[config.mk]
export PLATFORM = sky130hd
export DESIGN_NAME = chr_mix
export DESIGN_NICKNAME = d
export VERILOG_FILES = /design/src/hdl/chr_pkg.sv /design/src/hdl/chr_mix.sv
export SDC_FILE = /design/constraint.sdc
export NUM_CORES = 1
export LEC_CHECK = 0
export ABC_AREA = 0
export ABC_CLOCK_PERIOD_IN_PS = 7600
export BUFFER_PORTS_ARGS = -buffer_cell sky130_fd_sc_hd__buf_4
export CORE_AREA = 2 2 196 198
export CTS_BUF_LIST = sky130_fd_sc_hd__clkbuf_8
export CTS_CLUSTER_DIAMETER = 150
export CTS_CLUSTER_SIZE = 10
export DETAILED_ROUTE_END_ITERATION = 16
export DIE_AREA = 0 0 198 200
export PLACE_DENSITY = 0.7
export SLEW_MARGIN = 5
export SYNTH_ARGS = -nofsm -noshare
export SYNTH_HDL_FRONTEND = slang
export SYNTH_SLANG_ARGS = --single-unit
[constraint.sdc]
create_clock -name aclk -period 7.6 [get_ports aclk]
set_input_delay 1.52 -clock aclk [delete_from_list [all_inputs] [get_ports aclk]]
set_output_delay 1.52 -clock aclk [all_outputs]
set_load 0.05 [all_outputs]
[src/hdl/chr_pkg.sv]
// Shared constants, codes and state type for the consistent hash ring core.
// Used by chr_mix, chr_ram instances and consistent_hash_ring_core.
package chr_pkg;

    localparam int RING_DEPTH = 256;
    localparam int ADDR_W     = $clog2(RING_DEPTH);
    localparam int CNT_W      = $clog2(RING_DEPTH + 1);
    localparam int LABEL_W    = 19;
    localparam int HASH_W     = 32;
    localparam int SERVER_W   = 17;
    localparam int ENTRY_W    = HASH_W + LABEL_W;

    localparam logic [HASH_W-1:0]  MIX_MUL      = 32'h045d_9f3b;
    localparam logic [LABEL_W-1:0] REPLICA_STEP = 19'd100000;

    typedef enum logic [1:0] {
        REQ_LOOKUP = 2'd0,
        REQ_ADD    = 2'd1,
        REQ_REMOVE = 2'd2,
        REQ_NONE   = 2'd3
    } req_t;

    typedef enum logic [1:0] {
        ST_OK    = 2'd0,
        ST_EMPTY = 2'd1,
        ST_FULL  = 2'd2
    } status_t;

    typedef enum logic [3:0] {
        S_IDLE,
        S_LK_RD,
        S_LK_CHK,
        S_MOD,
        S_MIX,
        S_MIX_WAIT,
        S_INS_RD,
        S_INS_CHK,
        S_DEL_RD,
        S_DEL_CHK,
        S_DEL_SH,
        S_DEL_SHW,
        S_REP_NEXT,
        S_FIN
    } state_t;

endpackage

[src/hdl/chr_mix.sv]
// Two-stage integer mix hash unit: start passes through v1_reg and v2_reg to done.
// Depends on chr_pkg.
module chr_mix (
    input  logic                 aclk,
    input  logic                 aresetn,
    input  logic                 start,
    input  logic [31:0]          x,
    output logic                 done,
    output logic [31:0]          hash
);
    import chr_pkg::*;

    logic [HASH_W-1:0] p1_reg, p2_reg;
    logic              v1_reg, v2_reg;
    logic [HASH_W-1:0] f1, f2;

    assign f1 = (x >> 16) ^ x;
    assign f2 = (p1_reg >> 16) ^ p1_reg;

    always_ff @(posedge aclk) begin
        if (!aresetn) begin
            v1_reg <= 1'b0;
            v2_reg <= 1'b0;
        end else begin
            v1_reg <= start;
            v2_reg <= v1_reg;
        end
        p1_reg <= f1 * MIX_MUL;
        p2_reg <= f2 * MIX_MUL;
    end

    assign done = v2_reg;
    assign hash = (p2_reg >> 16) ^ p2_reg;

endmodule

Word-level counts from Yosys, hierarchy flattened
Index checks and enable logic that the tools add are counted.
- multiply operators: 2
- bitwise logic cells: 3
- operators by type and width (cell ; number):
    bitwise XOR 16 x 32 -> 32 bit ; 3
    multiplier 32 x 27 -> 32 bit, second input constant ; 2
- register bits: 66
- bits of input ports: 35
- output and inout bits: 33
- logic and storage cells: 9

Depth between registers and ports, before layout
- depth in word-level cells: 2
- gate-level depth with buffers: 25

Least setup slack after synthesis
No wires, ideal clock.
- path type: input to register
- start: input x[9]
- end: register p1_reg[29]
- library setup time: 0.120 ns
- data arrival time: 7.220 ns
- required time: 7.480 ns
- path slack: 0.260 ns
- stages on the path: 23
- cell sequence: xnor2_1 inv_1 fa_1 ha_1 inv_1 fa_1 fa_1 inv_1 fa_1 fa_1 inv_1 fa_1 inv_1 ha_1 and3_1 o211ai_1 o32ai_1 nor2_1 a21bo_1 a21oi_1 a211o_1 a21oi_1 xnor2_1
- longest elaborated chain between the ends: 2
- ends and longest elaborated chain (what ; RTL line ; RTL):
    start: declaration ; chr_mix.sv:7 ; input logic [31:0] x,
    bitwise XOR 16 x 32 -> 32 bit ; chr_mix.sv:17 ; assign f1 = (x >> 16) ^ x;
    multiplier 32 x 27 -> 32 bit ; chr_mix.sv:28 ; p1_reg <= f1 * MIX_MUL;
    end signal: assignment ; chr_mix.sv:28 ;
    end: declaration ; chr_mix.sv:13 ; logic [HASH_W-1:0] p1_reg, p2_reg;
No other way between the ends.
A chain may end at the register's enable or synchronous reset.

Final worst setup path
- start: input x[3]
- end: register p1_reg[30]
Same word-level chain as after synthesis.

==> flow_summary.yaml <==
status:
  outcome: "finished clean"
timing:
  max_freq_mhz: 139
  setup_viol: 0
  worst_slew_pin_slew_ns: 0.727
  worst_slack_ns: 0.390
  hold_violations: 0
  finalMaxSlewViolations: 0
  timing.hold.ws_ns: 0.441
  period_needed_ns: 7.21
  finalCritPeriodShare: 0.949
  fin_skew_ns: 0.00964
  slew_headroom: 0.512
  rsz0062_at_grt: "no"
  finalSetupTns_ns: 0
routing:
  firstDrtPassIters: 5
  route.detailed.drc: 0
  vias: 13418
  wirelength_um: 51200
  vias_per_cell: 4.90
  drt_iter0_drc: 526
  ant_nets: 0
  post_drt_wl_per_cell_um: 18.7
synthesis:
  syn_inst: 2104
  synth_cell_type_count: 60
  yosys_warnings: 0
  synthTopCellsByArea: "fa_1 (42%), ha_1 (20%), inv_1 (15%), dfxtp_1 (6.5%), xnor2_1 (5.9%)"
  ys_async_sr_fraction: 0
  synthesis.nets: 2880
  netlist_area_um2: 20300
  yosys.area.top_type: "fa_1"
  yosysTopAreaCellShare: 0.418
  synth_ff_type: "dfxtp_1"
  synth-edff-count: 0
  synth-seq-cells: 66
  yosysSeqAreaShare: 0.0652
  synth.avg_cell_area_um2: 9.64
clock_network:
  clock-sinks: 66
  clock-root-buffer: "clkbuf_8"
  clock_latency_ns: 0.39
  clkTransAtPathRegs_ns: 0.07
  htree_num_levels: 3
  cts_tree: "done"
  ctsResizeCount: 0
  holdBufCountCts: 0
  post_cts_buffers: 0
  clock_path_buffers: 2
  cts_made_buffers: 9
floorplan:
  core_um2: 37400
  die_area_um2: 39600
  ios: 68
  start_util: 0.542
  die_h_um: 200
  num_rows: 71
  die_w_um: 198
min_path:
  hold_class: "flop to flop"
global_route:
  grt-ovfl-total: 0
  grt_start_max_net_pins: 12
  antenna_found_initial: 0
  grt_pass1_wl_um: 80700
  first_global_vias: 15117
  grtUsageTotal: 0.277
placement:
  dpl.hpwl_um: 47400
  portBuffers: 67
  gp_congestion: 0.960
  placed_area_um2: 21800
  pre_cts_ws_ns: 0.0214
cells_and_area:
  area_delta_synth_final_pct: 8.23
  final_cell_mix: "inv_1 (806), fa_1 (423), ha_1 (318)"
  layout.nets: 3000
  final_area_um2: 21900
  antenna_cells: 0
  register_area_um2: 1320
  n_fill_cell: 3283
  multi_input_area_um2: 15800
  final_common_cell: "inv_1"
  final_layout_size_suffix_gt1_frac: 0.0741
worst_setup_path:
  path_class: "input port to flop"
  cp-start-kind: "input port"
  path_max_fanout: 5
  cp.required_ns: 7.92
  cp-end-kind: "flop"
  cp.arrival_ns: 7.53
  r2r_slack_ns: 0.77
run:
  drv_cap: 0
==> cell type report <==
cell class                      instances  area share
Inverter                              809       0.138
Tap cell                              511      0.0291
Timing Repair Buffer                  127      0.0440
Sequential cell                        66      0.0602
Multi-Input combinational cell       1211       0.720
Clock inverter                          3     0.00182
Clock buffer                           11     0.00690
==> cells by family after synthesis <==
group / after synthesis / share of synthesized area
adder cells (fa/ha/maj): 741 / 0.614
XOR/XNOR: 203 / 0.0877
flip-flops: 66 / 0.0652
AO/OA/AOI/OAI: 133 / 0.0436
AND/OR/NAND/NOR: 134 / 0.0338
buffers and inverters: 827 / 0.156
==> cells in the mapped netlist (all sizes together) (3+ instances only) <==
master  count
o211ai      4
inv       809
ha        318
a21oi      45
and2       10
nand2      39
nor2       40
nand3       8
or2         6
dfxtp      66
and3        4
fa        423
xnor2     137
o21bai      3
nor3        5
o21a       11
nand2b      7
xor2       66
a21o       30
buf        16
nor2b       6
o21ai      24
==> metrics by stage <==
stage | instances | utilization
finish | 2738 | 0.587
global route | 2738 | 0.587
CTS | 2738 | 0.587
global placement | 2724 | 0.582
floorplan | 2104 | -
detailed placement | 2724 | 0.582
==> path summary, 6_finish.rpt <==
check                             endpoint       from  cells after the start
worst max register to register  p2_reg[31]  p1_reg[8]                     21
worst min register to register        done     v1_reg                      1
worst min-delay path                  done     v1_reg                      1
worst max-delay path            p1_reg[30]       x[3]                     25
==> routing by layer <==
| metal | track usage | up-vias | share of wire |
|---|---|---|---|
| li1 | - | 6262 | - |
| met5 | 0 | - | 0 |
| met4 | 0.148 | 0 | 0.061 |
| met2 | 0.550 | 322 | 0.54 |
| met3 | 0.0198 | 129 | 0.024 |
| met1 | 0.292 | 6705 | 0.37 |
==> worst max-delay path, stage by stage <==
cell       delay (ns)
buf_4            0.11
xor2_1           0.35
inv_1            0.14
fa_1             0.56
inv_1            0.07
ha_1             0.30
inv_1            0.06
fa_1             0.49
inv_1            0.04
ha_1             0.18
fa_1             0.47
inv_1            0.05
fa_1             0.48
fa_1             0.49
inv_1            0.04
ha_1             0.34
a21oi_1          0.28
nand3_2          0.15
nor4b_4          0.40
nor4_2           0.12
o2111ai_2        0.25
a31oi_1          0.17
a21o_1           0.22
a21oi_2          0.14
xnor2_1          0.12
Power is not shown: default switching activity piles up to over one toggle a cycle in this logic, so the estimate is an artifact.
