<file path="src/hdl/chr_ram.sv">
// Generic simple dual-port RAM: one write port, one read port, registered read.
// No dependencies.
module chr_ram #(
    parameter int DATA_W = 8,
    parameter int ADDR_W = 4
) (
    input  logic              aclk,
    input  logic              wr_en,
    input  logic [ADDR_W-1:0] wr_addr,
    input  logic [DATA_W-1:0] wr_data,
    input  logic              rd_en,
    input  logic [ADDR_W-1:0] rd_addr,
    output logic [DATA_W-1:0] rd_data
);

    logic [DATA_W-1:0] mem [2**ADDR_W];

    always_ff @(posedge aclk) begin
        if (wr_en) begin
            mem[wr_addr] <= wr_data;
        end
        if (rd_en) begin
            rd_data <= mem[rd_addr];
        end
    end

endmodule

</file>
<file path="config.mk">
export PLATFORM = sky130hd
export DESIGN_NAME = chr_ram
export DESIGN_NICKNAME = d
export VERILOG_FILES = /design/src/hdl/chr_ram.sv
export SDC_FILE = /design/constraint.sdc
export NUM_CORES = 1
export LEC_CHECK = 0
export ABC_AREA = 1
export BUFFER_PORTS_ARGS = -buffer_cell sky130_fd_sc_hd__buf_4
export CORE_AREA = 2 2 107 109
export CTS_CLUSTER_SIZE = 40
export DETAILED_ROUTE_END_ITERATION = 8
export DIE_AREA = 0 0 109 111
export GPL_TIMING_DRIVEN = 1
export PLACE_DENSITY = 0.8
export SKIP_CTS_REPAIR_TIMING = 1
export SYNTH_ARGS = -nofsm -noshare
export SYNTH_HDL_FRONTEND = slang
export SYNTH_SLANG_ARGS = --single-unit
export TNS_END_PERCENT = 5
</file>
<file path="constraint.sdc">
create_clock -name aclk -period 1.6 [get_ports aclk]
set_input_delay 0.32 -clock aclk [delete_from_list [all_inputs] [get_ports aclk]]
set_output_delay 0.32 -clock aclk [all_outputs]
set_load 0.01 [all_outputs]
</file>
[Word level (Yosys, flattened, before mapping)]
Memories as Yosys holds them, arrays and structs flattened. A register that Yosys moved wholly into a read port is not among the register bits.
Index checks and enable logic that the tools add are counted.
Storage, ports and cells
  flip-flop bits (word level): 0
  bits in writable memories: 128
  bits of input ports: 19
  output and inout bits: 8
  logic and storage cells: 3
  memories: 1
Memories
  mem: words 16, width 8, rd ports 1, clocked after memory_dff 1, write ports 1, RTL line 16  | logic [DATA_W-1:0] mem [2**ADDR_W];
Cells by class
  multiplexer cells: 2
Operators by type and width (number)
  2-to-1 mux 1 bit: 2

[Logic depth before layout (Yosys ltp)]
Gate-level depths: netlist of run 1.
  depth in word-level cells: 2
  depth in mapped cells: 8
  depth with buffers taken out: 7

[Least setup slack after synthesis of run 1]
No wires, ideal clock.
  kind: input to register
  start: input port wr_addr[2]
  end: memory mem[10][0], enable pin
  library setup time: 370 ps
  arrival time: 901 ps
  required time: 1230 ps
  path slack: 329 ps
  stages on the path: 2
  path buffers: 0
  cell sequence: nand3b_1 -> nor2_1
RTL lines
  start, declared: RTL line 9  | input logic [ADDR_W-1:0] wr_addr,
  end, declared: RTL line 16
No word-level cell before the write port.

[Final worst setup path of run 1]
  start: register rd_data[3] (read register of mem)
  end: output port rd_data[3]
RTL lines
  start, declared: RTL line 13  | output logic [DATA_W-1:0] rd_data
No word-level cell between the ends.

==> results of run 1 <==
==> stage by stage <==
stage	instance area (um^2)	setup WS (ns)	utilization
final	6950	0.306	0.627
after global routing	6950	0.276	0.627
after CTS	6950	0.285	0.627
after detailed placement	6290	0.100	0.568
after global placement	6290	0.142	0.568
after floorplan	5850	0.329	-
==> area by class of cell <==
| cell class | count | share of cell area |
|---|---|---|
| flip-flops and latches | 136 | 0.588 |
| multi-input cells | 289 | 0.175 |
| repair buffers | 49 | 0.0620 |
| clock buffers | 17 | 0.0612 |
| inverters | 102 | 0.0551 |
| clock inverters | 15 | 0.0333 |
| well taps | 143 | 0.0258 |
==> synth_stat cells, drive strengths merged <==
cell type / instances / area (um^2)
nand3b: 2 / 15.0
nand3: 97 / 485
buf: 24 / 166
inv: 102 / 383
edfxtp: 136 / 4080
nor2: 17 / 63.8
nand2: 173 / 649
==> logic make-up (layout without fill, tap and decap cells) <==
group         Yosys count  count (layout)  synth area share
simple gates          289             289             0.208
flops                 136             136             0.698
buf+inv               126             183            0.0939
==> state kept, by name (all words and copies together) (netlist names) <==
| signal | count |
|---|---|
| rd_data | 8 |
| mem | 128 |
==> report_power, final <==
| part | switching, W | internal [W] |
|---|---|---|
| Combinational | 0.000357 | 0.000178 |
| Clock | 0.00141 | 0.00290 |
| Sequential | 0.0000226 | 0.00402 |
| Total | 0.00179 | 0.00709 |
==> routing by layer <==
metal	share of wire	routed length, um
met5	0	0
met4	0.030	410
met1	0.37	5060
met3	0.094	1280
met2	0.50	6830
==> how the worst max path moves through the flow <==
stage                     slack [ns]                  from              endpoint
final                           0.31  rd_data[3]$_DFFE_PP_            rd_data[3]
after global routing            0.28  rd_data[3]$_DFFE_PP_            rd_data[3]
after CTS                       0.28  rd_data[3]$_DFFE_PP_            rd_data[3]
after detailed placement        0.10            rd_addr[0]  rd_data[4]$_DFFE_PP_
after global placement          0.14            rd_addr[0]  rd_data[4]$_DFFE_PP_
after floorplan                 0.33            wr_addr[2]  mem[10][0]$_DFFE_PP_
==> results.toml, run 1 <==
[run_status]
outcome = "finished, final reports clean"

[routing]
first_iter_violations = 452
drtAntennaViolNets = 0
drtPass1Iterations = 5
viasPerCell = 5.47
routed_wl_um = 13600
drc = 0
post_drt_wl_per_cell_um = 18.1
num_vias = 4109

[cells_and_area]
areaGrowthSynthToFinish_pct = 18.8
final_common_cell = "nand2_1"
layout_common_cells = "nand2_1, edfxtp_1, inv_1, nand3_1, buf_4"
fillCellCount = 784
num_antenna_cells = 0
fin_cells = 751
nNetsFinal = 614
drive_gt1_frac = 0.132
seq_area_mm2 = 0.00408
multi_input_area_mm2 = 0.00121

[critical_path]
path_class = "reg -> out"
r2r_start = "mem[7][5]$_DFFE_PP_"
critPathCaptureType = "output port"
reg2reg_slack_ns = 0.42
arrival_ns = 0.97
path_max_fanout = 1
crit_slowest_cell = "edfxtp_1"
critPathBufInv = 1
crit_chain = "buf_4"
cp-start-kind = "flop"
cp.required_ns = 1.28
r2r_cells = 6
path_depth = 1
cp_top_family = "flip-flops"
max_stage_delay_ns = 0.39
rr_endpoint = "rd_data[5]$_DFFE_PP_"

[sta]
skew_ns = 0.00794
worst_slew_pin_slew_ns = 0.333
min_period_over_period = 0.809
grt_setup_unrepaired = "no"
holdWs_ns = 0.207
fin_tns_setup_ns = 0
fmax_mhz = 773
min_period_ns = 1.29
drv_slew = 0
hold_viol_final = 0
setup_violations = 0
slew_headroom = 0.778

[cts]
cts_buffer_depth = 2
cts_root_buf = "clkbuf_16"
cts.sinks = 136
numCtsBuffers = 17
clk_pin_slew_ns = 0.06
h-tree-depth = 4
insertion_delay_ns = 0.42
cts_tree = "done"

[hold_path]
hold_depth = 1
worstHoldStart = "rd_en"
hold_class = "in -> reg"
worstHoldEndpoint = "rd_data[4]$_DFFE_PP_"

[die]
fp.dieH_um = 111
fp.coreArea_mm2 = 0.0111
rows = 39
die_width_um = 109
io-pin-count = 27
start_util = 0.528
fp.dieArea_mm2 = 0.0121

[synthesis]
synth_nets = 570
yosys_warnings = 0
synthCells = 551
synth-seq-area-share = 0.698
avgSynthCellArea_um2 = 10.6
syn_area_mm2 = 0.00585
synth.distinct_cells = 11
synth_seq_cells = 136

[placed_design]
hpwl_um = 8240
place_inst = 719
gp_congestion = 0.792
port_buffers = 26

[global_routing]
overflow = 0
use_met3 = 0.0547
globalRouteMet2Util = 0.393
busiest_layer = "met2"
grt_use_total = 0.244
grt_pass1_vias = 4038
antenna_found_initial = 0
grt_max_degree = 65
grt_pass1_wl_um = 21400
grt_use_met1 = 0.315

[power_and_ir_drop]
p_per_area_mw_per_mm2 = 1280
total_power_w = 0.00888
leakage_nw = 3.01
ir_drop_uv = 703

[flow_run]
maxCapViolations = 0
Power figures use the tool's default switching activity.
==> inputs of run 2 (changes only) <==
Settings changed: PLACE_DENSITY 0.8 to 0.83.
Clock period 1.6 ns to 1.05 ns, I/O delays scaled along.
==> results.toml, run 2 (synthesis results as in run 1) <==
[run_status]
outcome = "complete, but fails checks"
violations = "setup timing"

[sta]
slew_headroom = 0.534
hold_viol_final = 0
drv_slew = 0
min_period_over_period = 1.13
fin_ws_ns = -0.133
skew_ns = 0.00447
min_period_ns = 1.18
worst_slew_pin_slew_ns = 0.697
fmax_mhz = 846
fin_tns_setup_ns = -1.13
setup_violations = 16
holdWs_ns = 0.0918
grt_setup_unrepaired = "yes"

[critical_path]
crit_chain = "buf_4"
max_stage_delay_ns = 0.40
r2r_cells = 6
cp.required_ns = 0.84
path_max_fanout = 1
cp-start-kind = "flop"
critPathCaptureType = "output port"
rr_endpoint = "rd_data[7]$_DFFE_PP_"
reg2reg_slack_ns = -0.07
path_class = "reg -> out"
critPathBufInv = 1
arrival_ns = 0.97
crit_slowest_cell = "edfxtp_1"
r2r_start = "mem[0][7]$_DFFE_PP_"
cp_top_family = "flip-flops"

[cells_and_area]
seq_area_mm2 = 0.00408
nNetsFinal = 618
num_antenna_cells = 0
multi_input_area_mm2 = 0.00135
fillCellCount = 761
top_regs = "mem x128, rd_data x8"
drive_gt1_frac = 0.178
areaGrowthSynthToFinish_pct = 19.7
layout_common_cells = "nand2_1, edfxtp_1, inv_1, nand3_1, buf_4"
regMostFlops = "mem"
fin_util = 0.632
largest_register_ffs = 128
final_common_cell = "nand2_1"

[cts]
numCtsBuffers = 17
cts_buffer_depth = 2
h-tree-depth = 4
cts_tree = "done"
insertion_delay_ns = 0.41
cts_root_buf = "clkbuf_16"
cts.sinks = 136
clk_pin_slew_ns = 0.06

[hold_path]
hold_class = "in -> reg"
worstHoldEndpoint = "rd_data[1]$_DFFE_PP_"
hold_depth = 1
worstHoldStart = "rd_en"

[routing]
drtAntennaViolNets = 0
viasPerCell = 5.42
num_vias = 4084
routed_wl_um = 13300
drc = 0
first_iter_violations = 427
post_drt_wl_per_cell_um = 17.7
drtPass1Iterations = 7

[die]
start_util = 0.528
io-pin-count = 27
fp.dieH_um = 111
rows = 39
fp.coreArea_mm2 = 0.0111
fp.dieArea_mm2 = 0.0121
die_width_um = 109

[global_routing]
antenna_found_initial = 0
overflow = 0
grt_max_degree = 38
grt_pass1_wl_um = 20600
grt_use_total = 0.235
grt_pass1_vias = 3942

[power_and_ir_drop]
leakage_nw = 3.02
ir_drop_uv = 950
p_per_area_mw_per_mm2 = 1790

[placed_design]
port_buffers = 26
pre_cts_ws_ns = -0.400
gp_congestion = 0.916
hpwl_um = 8250

[flow_run]
maxCapViolations = 0
[run 2: changes by cell type in the layout (fill, tap and decap cells not counted), moves of 3 or more]
cell       change
buf_6          +6
bufinv_16      -4
clkbuf_1       +3
nand2_1        -4
nand2_2        +4
nand3_1       -25
nand3_2       +25
[run 2: routing by layer]
| layer | track usage | wire length, um | vias up |
|---|---|---|---|
| met2 | 0.367 | 6600 | 260 |
| li1 | - | - | 1878 |
| met1 | 0.305 | 5090 | 1903 |
| met5 | 0 | 0 | - |
| met3 | 0.0629 | 1230 | 43 |
| met4 | 0.111 | 439 | 0 |
[run 2: layout make-up]
class                   count  area share
clock buffers              20      0.0624
clock inverters            11      0.0154
inverters                 102      0.0547
multi-input cells         289       0.193
flip-flops and latches    136       0.584
well taps                 143      0.0256
repair buffers             53      0.0655
[run 2: how the worst max path moves through the flow]
stage	startpoint	to	slack [ns]	cells past startpoint
after CTS	rd_data[2]$_DFFE_PP_	rd_data[2]	-0.15	1
after global placement	rd_addr[1]	rd_data[7]$_DFFE_PP_	-0.35	6
after floorplan	wr_addr[3]	mem[4][0]$_DFFE_PP_	-0.11	2
final	rd_data[2]$_DFFE_PP_	rd_data[2]	-0.13	1
after global routing	rd_data[2]$_DFFE_PP_	rd_data[2]	-0.16	1
after detailed placement	rd_addr[1]	rd_data[3]$_DFFE_PP_	-0.40	6
[run 2: power breakdown]
part,internal [W],switching [W]
registers,0.00612,0.0000377
logic,0.000298,0.000571
clock network,0.00343,0.00204
[run 2: stage by stage]
step           std cells  area (um^2)  total power, W
2_1_floorplan        551         5850         0.00670
3_5_place_dp         723         6290         0.00705
4_1_cts              754         6840          0.0125
5_1_grt              754         7000          0.0128
3_3_place_gp         723         6290         0.00702
6_report             754         7000          0.0125
